$ cat config.mk
export PLATFORM = sky130hd
export DESIGN_NAME = percent_decode_ascii_filter_unit
export DESIGN_NICKNAME = d
export VERILOG_FILES = /design/src/rtl/core/pdaf_pkg.sv /design/src/rtl/core/pdaf_escape.sv /design/src/rtl/core/pdaf_utf.sv /design/src/rtl/core/percent_decode_ascii_filter_unit.sv
export SDC_FILE = /design/constraint.sdc
export NUM_CORES = 1
export LEC_CHECK = 0
export CAP_MARGIN = 10
export CORE_AREA = 2 2 116 90
export CTS_CLUSTER_DIAMETER = 50
export DETAILED_ROUTE_END_ITERATION = 12
export DIE_AREA = 0 0 118 92
export DONT_BUFFER_PORTS = 1
export PLACE_DENSITY = 0.53
export SYNTH_ARGS = -nofsm -noshare
export SYNTH_HDL_FRONTEND = slang
export SYNTH_SLANG_ARGS = --single-unit
$ cat constraint.sdc
create_clock -name aclk -period 5.9 [get_ports aclk]
set_input_delay 0.295 -clock aclk [delete_from_list [all_inputs] [get_ports aclk]]
set_output_delay 0.295 -clock aclk [all_outputs]
set_load 0.02 [all_outputs]
$ cat src/rtl/core/pdaf_pkg.sv
// ----------------------------------------------------------------------------
// pdaf_pkg
// Shared types, codes and helpers for the percent-decode ASCII filter.
// ----------------------------------------------------------------------------
package pdaf_pkg;

    localparam int unsigned BYTE_W  = 8;
    localparam int unsigned CHAR_W  = 7;
    localparam int unsigned PHASE_W = 2;
    localparam int unsigned NIB_W   = 4;
    localparam int unsigned REM_W   = 3;
    localparam int unsigned VAL_W   = 31;

    // escape phase codes
    localparam logic [PHASE_W-1:0] PH_IDLE    = 2'd0;
    localparam logic [PHASE_W-1:0] PH_PERCENT = 2'd1;
    localparam logic [PHASE_W-1:0] PH_HIGH    = 2'd2;
    localparam logic [PHASE_W-1:0] PH_DROP    = 2'd3;

    localparam logic [BYTE_W-1:0] PERCENT_CHAR = 8'h25;

    typedef struct packed {
        logic               pass;
        logic [BYTE_W-1:0]  data;
        logic [PHASE_W-1:0] phase_next;
        logic [NIB_W-1:0]   nibble_next;
    } esc_out_t;

    typedef struct packed {
        logic             emit;
        logic [REM_W-1:0] rem_next;
        logic [VAL_W-1:0] value_next;
    } utf_out_t;

    typedef struct packed {
        logic             ok;
        logic [NIB_W-1:0] val;
    } hex_t;

    function automatic hex_t hex_digit(input logic [BYTE_W-1:0] c);
        hex_t h;
        h.ok  = 1'b1;
        h.val = '0;
        if (c >= 8'h30 && c <= 8'h39) begin
            h.val = NIB_W'(c - 8'h30);
        end else if (c >= 8'h41 && c <= 8'h46) begin
            h.val = NIB_W'(c - 8'h37);
        end else if (c >= 8'h61 && c <= 8'h66) begin
            h.val = NIB_W'(c - 8'h57);
        end else begin
            h.ok = 1'b0;
        end
        return h;
    endfunction

endpackage

$ cat src/rtl/core/pdaf_escape.sv
// ----------------------------------------------------------------------------
// pdaf_escape
// Percent-escape decoder: decides whether a byte passes on, and its value.
// ----------------------------------------------------------------------------
module pdaf_escape (
    input  logic [pdaf_pkg::BYTE_W-1:0]  in_byte,
    input  logic [pdaf_pkg::PHASE_W-1:0] phase,
    input  logic [pdaf_pkg::NIB_W-1:0]   high_nibble,
    output pdaf_pkg::esc_out_t           esc
);

    pdaf_pkg::hex_t hex;

    always_comb begin
        hex             = pdaf_pkg::hex_digit(in_byte);
        esc.pass        = 1'b0;
        esc.data        = in_byte;
        esc.phase_next  = phase;
        esc.nibble_next = high_nibble;
        case (phase)
            pdaf_pkg::PH_IDLE: begin
                if (in_byte == pdaf_pkg::PERCENT_CHAR) begin
                    esc.phase_next = pdaf_pkg::PH_PERCENT;
                end else begin
                    esc.pass = 1'b1;
                end
            end
            pdaf_pkg::PH_PERCENT: begin
                if (hex.ok) begin
                    esc.nibble_next = hex.val;
                    esc.phase_next  = pdaf_pkg::PH_HIGH;
                end else begin
                    esc.phase_next = pdaf_pkg::PH_DROP;
                end
            end
            pdaf_pkg::PH_HIGH: begin
                esc.phase_next = pdaf_pkg::PH_IDLE;
                if (hex.ok) begin
                    esc.data = {high_nibble, hex.val};
                    esc.pass = 1'b1;
                end
            end
            default: begin
                esc.phase_next = pdaf_pkg::PH_IDLE;
            end
        endcase
    end

endmodule

$ cat src/rtl/core/pdaf_utf.sv
// ----------------------------------------------------------------------------
// pdaf_utf
// UTF-8 sequence assembler; flags characters of value 0x7F or less.
// ----------------------------------------------------------------------------
module pdaf_utf (
    input  logic                        pass,
    input  logic [pdaf_pkg::BYTE_W-1:0] c,
    input  logic [pdaf_pkg::REM_W-1:0]  rem,
    input  logic [pdaf_pkg::VAL_W-1:0]  value,
    output pdaf_pkg::utf_out_t          utf
);

    always_comb begin
        utf.emit       = 1'b0;
        utf.rem_next   = rem;
        utf.value_next = value;
        if (pass) begin
            if (rem == '0) begin
                if (!c[7]) begin
                    utf.value_next = pdaf_pkg::VAL_W'(c);
                    utf.emit       = 1'b1;
                end else if (c[7:6] == 2'b10 || c[7:1] == 7'h7F) begin
                    // stray continuation, or 0xFE/0xFF: dropped
                end else if (c[7:5] == 3'b110) begin
                    utf.value_next = pdaf_pkg::VAL_W'(c[4:0]);
                    utf.rem_next   = 3'd1;
                end else if (c[7:4] == 4'b1110) begin
                    utf.value_next = pdaf_pkg::VAL_W'(c[3:0]);
                    utf.rem_next   = 3'd2;
                end else if (c[7:3] == 5'b11110) begin
                    utf.value_next = pdaf_pkg::VAL_W'(c[2:0]);
                    utf.rem_next   = 3'd3;
                end else if (c[7:2] == 6'b111110) begin
                    utf.value_next = pdaf_pkg::VAL_W'(c[1:0]);
                    utf.rem_next   = 3'd4;
                end else begin
                    utf.value_next = pdaf_pkg::VAL_W'(c[0]);
                    utf.rem_next   = 3'd5;
                end
            end else if (c[7:6] != 2'b10) begin
                // broken sequence: abandon, byte dropped
                utf.rem_next = '0;
            end else begin
                utf.value_next = {value[pdaf_pkg::VAL_W-7:0], c[5:0]};
                utf.rem_next   = rem - 3'd1;
                utf.emit       = (rem == 3'd1) &&
                                 (utf.value_next[pdaf_pkg::VAL_W-1:pdaf_pkg::CHAR_W] == '0);
            end
        end
    end

endmodule

$ cat src/rtl/core/percent_decode_ascii_filter_unit.sv
// ----------------------------------------------------------------------------
// percent_decode_ascii_filter_unit
// URL percent decoder followed by a UTF-8 filter passing ASCII only.
//
//   channel | dir | ports                                    | role
//   s_      | in  | s_valid s_ready s_in_byte s_string_end   | raw text bytes
//   m_      | out | m_valid m_ready m_out_char m_char_valid  | ASCII results
//           |     | m_end_flag                               |
//
// One byte per cycle sustained while results are not stalled. A byte is held
// in an input register, then the escape and UTF-8 logic writes the result
// register and state. Reset clears both valid flags and all decode state.
// A stalled result stalls the input register, which still takes one byte
// before s_ready drops.
// ----------------------------------------------------------------------------
module percent_decode_ascii_filter_unit (
    input  logic                        aclk,
    input  logic                        aresetn,
    input  logic                        s_valid,
    output logic                        s_ready,
    input  logic [pdaf_pkg::BYTE_W-1:0] s_in_byte,
    input  logic                        s_string_end,
    output logic                        m_valid,
    input  logic                        m_ready,
    output logic [pdaf_pkg::CHAR_W-1:0] m_out_char,
    output logic                        m_char_valid,
    output logic                        m_end_flag
);

    logic                         in_valid_reg;
    logic [pdaf_pkg::BYTE_W-1:0]  in_byte_reg;
    logic                         in_end_reg;

    logic [pdaf_pkg::PHASE_W-1:0] phase_reg;
    logic [pdaf_pkg::NIB_W-1:0]   nibble_reg;
    logic [pdaf_pkg::REM_W-1:0]   rem_reg;
    logic [pdaf_pkg::VAL_W-1:0]   value_reg;

    logic                         out_valid_reg, out_valid_next;
    logic [pdaf_pkg::CHAR_W-1:0]  out_char_reg;
    logic                         out_cv_reg;
    logic                         out_end_reg;

    pdaf_pkg::esc_out_t esc;
    pdaf_pkg::utf_out_t utf;
    logic               advance;
    logic               produce;

    pdaf_escape u_escape (
        .in_byte     (in_byte_reg),
        .phase       (phase_reg),
        .high_nibble (nibble_reg),
        .esc         (esc)
    );

    pdaf_utf u_utf (
        .pass  (esc.pass),
        .c     (esc.data),
        .rem   (rem_reg),
        .value (value_reg),
        .utf   (utf)
    );

    assign advance = in_valid_reg && (!out_valid_reg || m_ready);
    assign produce = utf.emit || in_end_reg;
    assign s_ready = !in_valid_reg || advance;

    always_comb begin
        if (advance) begin
            out_valid_next = produce;
        end else begin
            out_valid_next = out_valid_reg && !m_ready;
        end
    end

    always_ff @(posedge aclk) begin
        if (!aresetn) begin
            in_valid_reg  <= 1'b0;
            out_valid_reg <= 1'b0;
            phase_reg     <= pdaf_pkg::PH_IDLE;
            nibble_reg    <= '0;
            rem_reg       <= '0;
            value_reg     <= '0;
        end else begin
            out_valid_reg <= out_valid_next;
            if (s_ready) begin
                in_valid_reg <= s_valid;
            end
            if (advance) begin
                if (in_end_reg) begin
                    // end of string: back to reset state
                    phase_reg  <= pdaf_pkg::PH_IDLE;
                    nibble_reg <= '0;
                    rem_reg    <= '0;
                    value_reg  <= '0;
                end else begin
                    phase_reg  <= esc.phase_next;
                    nibble_reg <= esc.nibble_next;
                    rem_reg    <= utf.rem_next;
                    value_reg  <= utf.value_next;
                end
            end
        end
    end

    always_ff @(posedge aclk) begin
        if (s_ready && s_valid) begin
            in_byte_reg <= s_in_byte;
            in_end_reg  <= s_string_end;
        end
        if (advance && produce) begin
            out_char_reg <= utf.emit ? utf.value_next[pdaf_pkg::CHAR_W-1:0] : '0;
            out_cv_reg   <= utf.emit;
            out_end_reg  <= in_end_reg;
        end
    end

    assign m_valid      = out_valid_reg;
    assign m_out_char   = out_char_reg;
    assign m_char_valid = out_cv_reg;
    assign m_end_flag   = out_end_reg;

endmodule

==> reports/results.tsv <==
stage	metric	value	unit
drt	vias	2979	
yosys	number of synthesized flops with an enable pin	18	
flow_run	MaxCap Viol Count	0	
grt	antenna violations before repair	0	
drt	TritonRoute pass-1 iters	5	
power	Pwr per Cell Area	228.4	nW/um^2
critical_path	Critical Path Max Stage Delay	0.68	ns
power	Peak VDD IR	0.0001115	V
yosys	adder-cell share of the synthesized area	0.02274	
worst_hold_path	Hold Path Class	in2reg	
place	gp weighted congestion	0.9046	
finish	Largest register FFs	25	
yosys	Commonest cells post-synth	o21ai_0 (42), dfxtp_1 (36), nand3_1 (32)	
cts	CTS tree	built	
yosys	FFs w/ async S/R, synth	0	
critical_path	critical path required time	6.05	ns
critical_path	Slowest cell on crit path	nor3b_1	
grt	vias in the first global route	2740	
yosys	Gate Count Post-Synth	385	
finish	fin nets	389	
grt	total global-route track usage	0.1794	
cts	CTS Sinks	54	
die	Top-Level Pins	24	
finish	share of layout cells above drive strength 1	0.08086	
grt	GR peak layer	met1	
cts	Clock Latency Late Sink	0.30	ns
yosys	largest family of logic cells by synthesized area	compound AO/OA/AOI/OAI gates	
yosys	area leader, netlist	dfxtp_1	
sta	RSZ-0062 raised after global routing	no	
power	static leakage	1.142	nW
cts	TritonCTS Buffers	5	
finish	ant diodes	0	
yosys	mean post-synth cell area	8.573	sq um
grt	met3 GRT Util	0.04042	
drt	wire per inst	18.72	microns
drt	initial DRC count	401	
sta	setup_tns	0	ns
drt	Post-Route WL	9493	microns
cts	# H-tree levels	2	
place	HPWL Detailed	6849	microns
critical_path	Worst setup EP type	register	
cts	cts repair resizes	0	
die	die area	10860	sq um
yosys	most common cell in the synthesized netlist	o21ai_0	
finish	Area Overhead vs Synth	6.937	%
sta	Rel. slew slack	0.4503	
sta	final max-slew violation count	0	
run_status	status	completed	
sta	skew final	0.01184	ns
sta	# setup viols final	0	
cts	Worst-path clk slew	0.07	ns
sta	Worst Tran Pin Value	0.8228	ns
die	Core ar.	9889	sq um
yosys	Compound-Gate Fraction of Synth Area	0.2824	
sta	Hold WS	0.09335	ns
yosys	mux share of post-synthesis cell area	0.009477	
yosys	simple-gate area share of the yosys netlist	0.2453	
yosys	Yosys reg bits	54	
drt	DRC	0	
sta	Max Fclk	274.8	MHz
grt	largest net degree at the start of global routing	65	
yosys	Mapped Nets	404	
grt	Congestion Overflow GR	0	
yosys	Cell Area, Synth	3301	sq um
cts	CTS Hold Buffers Added	0	
critical_path	CP bufs+invs	1	
drt	ANT nets after route	0	
cts	CTS root buf	clkbuf_16	
grt	first-pass GRT wire length	15440	microns
critical_path	CP startpoint kind	register	
yosys	post-synthesis xor/xnor area fraction	0.007961	
yosys	top post-synthesis cells by area	dfxtp_1 (22%), edfxtp_1 (16%), o21ai_0 (6.4%)	
critical_path	Crit Path Category	reg2reg	
die	chip width	118	microns
die	Rows	32	
yosys	synth unique cells	67	
sta	Hold Vio Cnt, Final	0	
sta	final period utilization	0.6167	
grt	grt met2 use	0.2539	
cts	Post-CTS Setup Inserts	0	
critical_path	Max FO, Critical Path	18	
sta	min Tclk post-route	3.638	ns
drt	Vias per Instance	5.876	
critical_path	crit-path leading delay family	compound AO/OA/AOI/OAI gates	
die	initial cell density of the core	0.3338	
finish	# fillers	1011	
yosys	register area share after synthesis	0.3821	
cts	clock buffer depth	2	
yosys	share of the synthesized area in the top cell type	0.2183	
yosys	Syn. warnings	0	
yosys	Most used DFF post-synth	dfxtp_1	
grt	GR met1 Demand/Resource	0.2741	
critical_path	critical path arrival	3.79	ns
die	die span in y	92	microns
critical_path	sequence of cells on the critical path	inv_1 > ha_1 > nor3b_1 > or4_4 > nand2_1 > a31oi_1 > o211ai_2 > a21oi_2 > o21ai_0	
place	PortBufs	0	
## per-layer routing
layer / wire [microns] / up-vias / share of wire
li1: - / 1444 / -
met1: 4774 / 1413 / 0.50
met3: 761 / 17 / 0.080
met4: 143 / 0 / 0.015
met5: 0 / - / 0
met2: 3814 / 105 / 0.40
## layout by cell type (no fill, tap or decap), types with 4 or more instances in the layout
cell type	instances
nor2_1	20
nand2b_1	5
nor2b_1	6
or3_1	5
dfxtp_1	36
nand2_1	24
o211ai_1	4
o32ai_1	4
nand3_1	32
inv_1	15
a211oi_1	4
nand3b_1	5
o21ai_0	42
nor3_1	8
a31oi_1	14
ha_1	6
a32oi_1	10
nor4_1	6
clkbuf_16	6
and2_1	4
edfxtp_1	18
or2_2	4
a21boi_0	8
o22a_1	4
a21oi_1	15
and3_1	10
## metrics by stage
| stage | setup WS, ns | cell area (sq um) | utilization | total power, mW | std cells |
|---|---|---|---|---|---|
| after floorplan | 3.050 | 3301 | - | 0.4785 | 385 |
| after global placement | 2.493 | 3369 | 0.3407 | 0.4978 | 499 |
| after detailed placement | 2.298 | 3369 | 0.3407 | 0.4963 | 499 |
| after CTS | 2.279 | 3530 | 0.3569 | 0.8130 | 507 |
| after global routing | 1.960 | 3530 | 0.3569 | 0.8368 | 507 |
| final | 2.262 | 3530 | 0.3569 | 0.8062 | 507 |
## kinds of logic (layout without fill, tap and decap cells)
kind of cell	count (synthesis)	after routing
adders and majority gates	6	6
AOI/OAI and AO/OA	137	137
DFF	54	54
muxes	3	3
and+or+nand+nor	144	144
buffers and inverters	38	24
xor gates and xnor gates	3	3
## worst paths after layout
| path | end | slack, ns | start | cells past startpoint |
|---|---|---|---|---|
| worst max-delay path | value_reg[10] | 2.26 | in_byte_reg[0] | 9 |
| worst min-delay path | in_byte_reg[1] | 0.09 | s_in_byte[1] | 0 |
| worst max register to register | value_reg[10] | 2.26 | in_byte_reg[0] | 9 |
| worst min register to register | rem_reg[1] | 0.48 | rem_reg[1] | 2 |
## report_power, final
| part | total [mW] | internal [mW] | switching [mW] |
|---|---|---|---|
| logic | 0.0779 | 0.0255 | 0.0524 |
| clock network | 0.317 | 0.184 | 0.133 |
| registers | 0.412 | 0.394 | 0.0173 |
| total | 0.806 | 0.604 | 0.202 |
## cell type report
class | instances | area (sq um) | area share
clock buffer | 7 | 153.9 | 0.04360
clock inverter | 1 | 6.256 | 0.001772
inverter | 15 | 56.30 | 0.01595
multi-input combinational | 293 | 1874 | 0.5310
sequential | 54 | 1261 | 0.3573
tap | 136 | 170.2 | 0.04821
timing repair buffer | 1 | 7.507 | 0.002127
No activity file was read; power rests on OpenSTA's default activity.
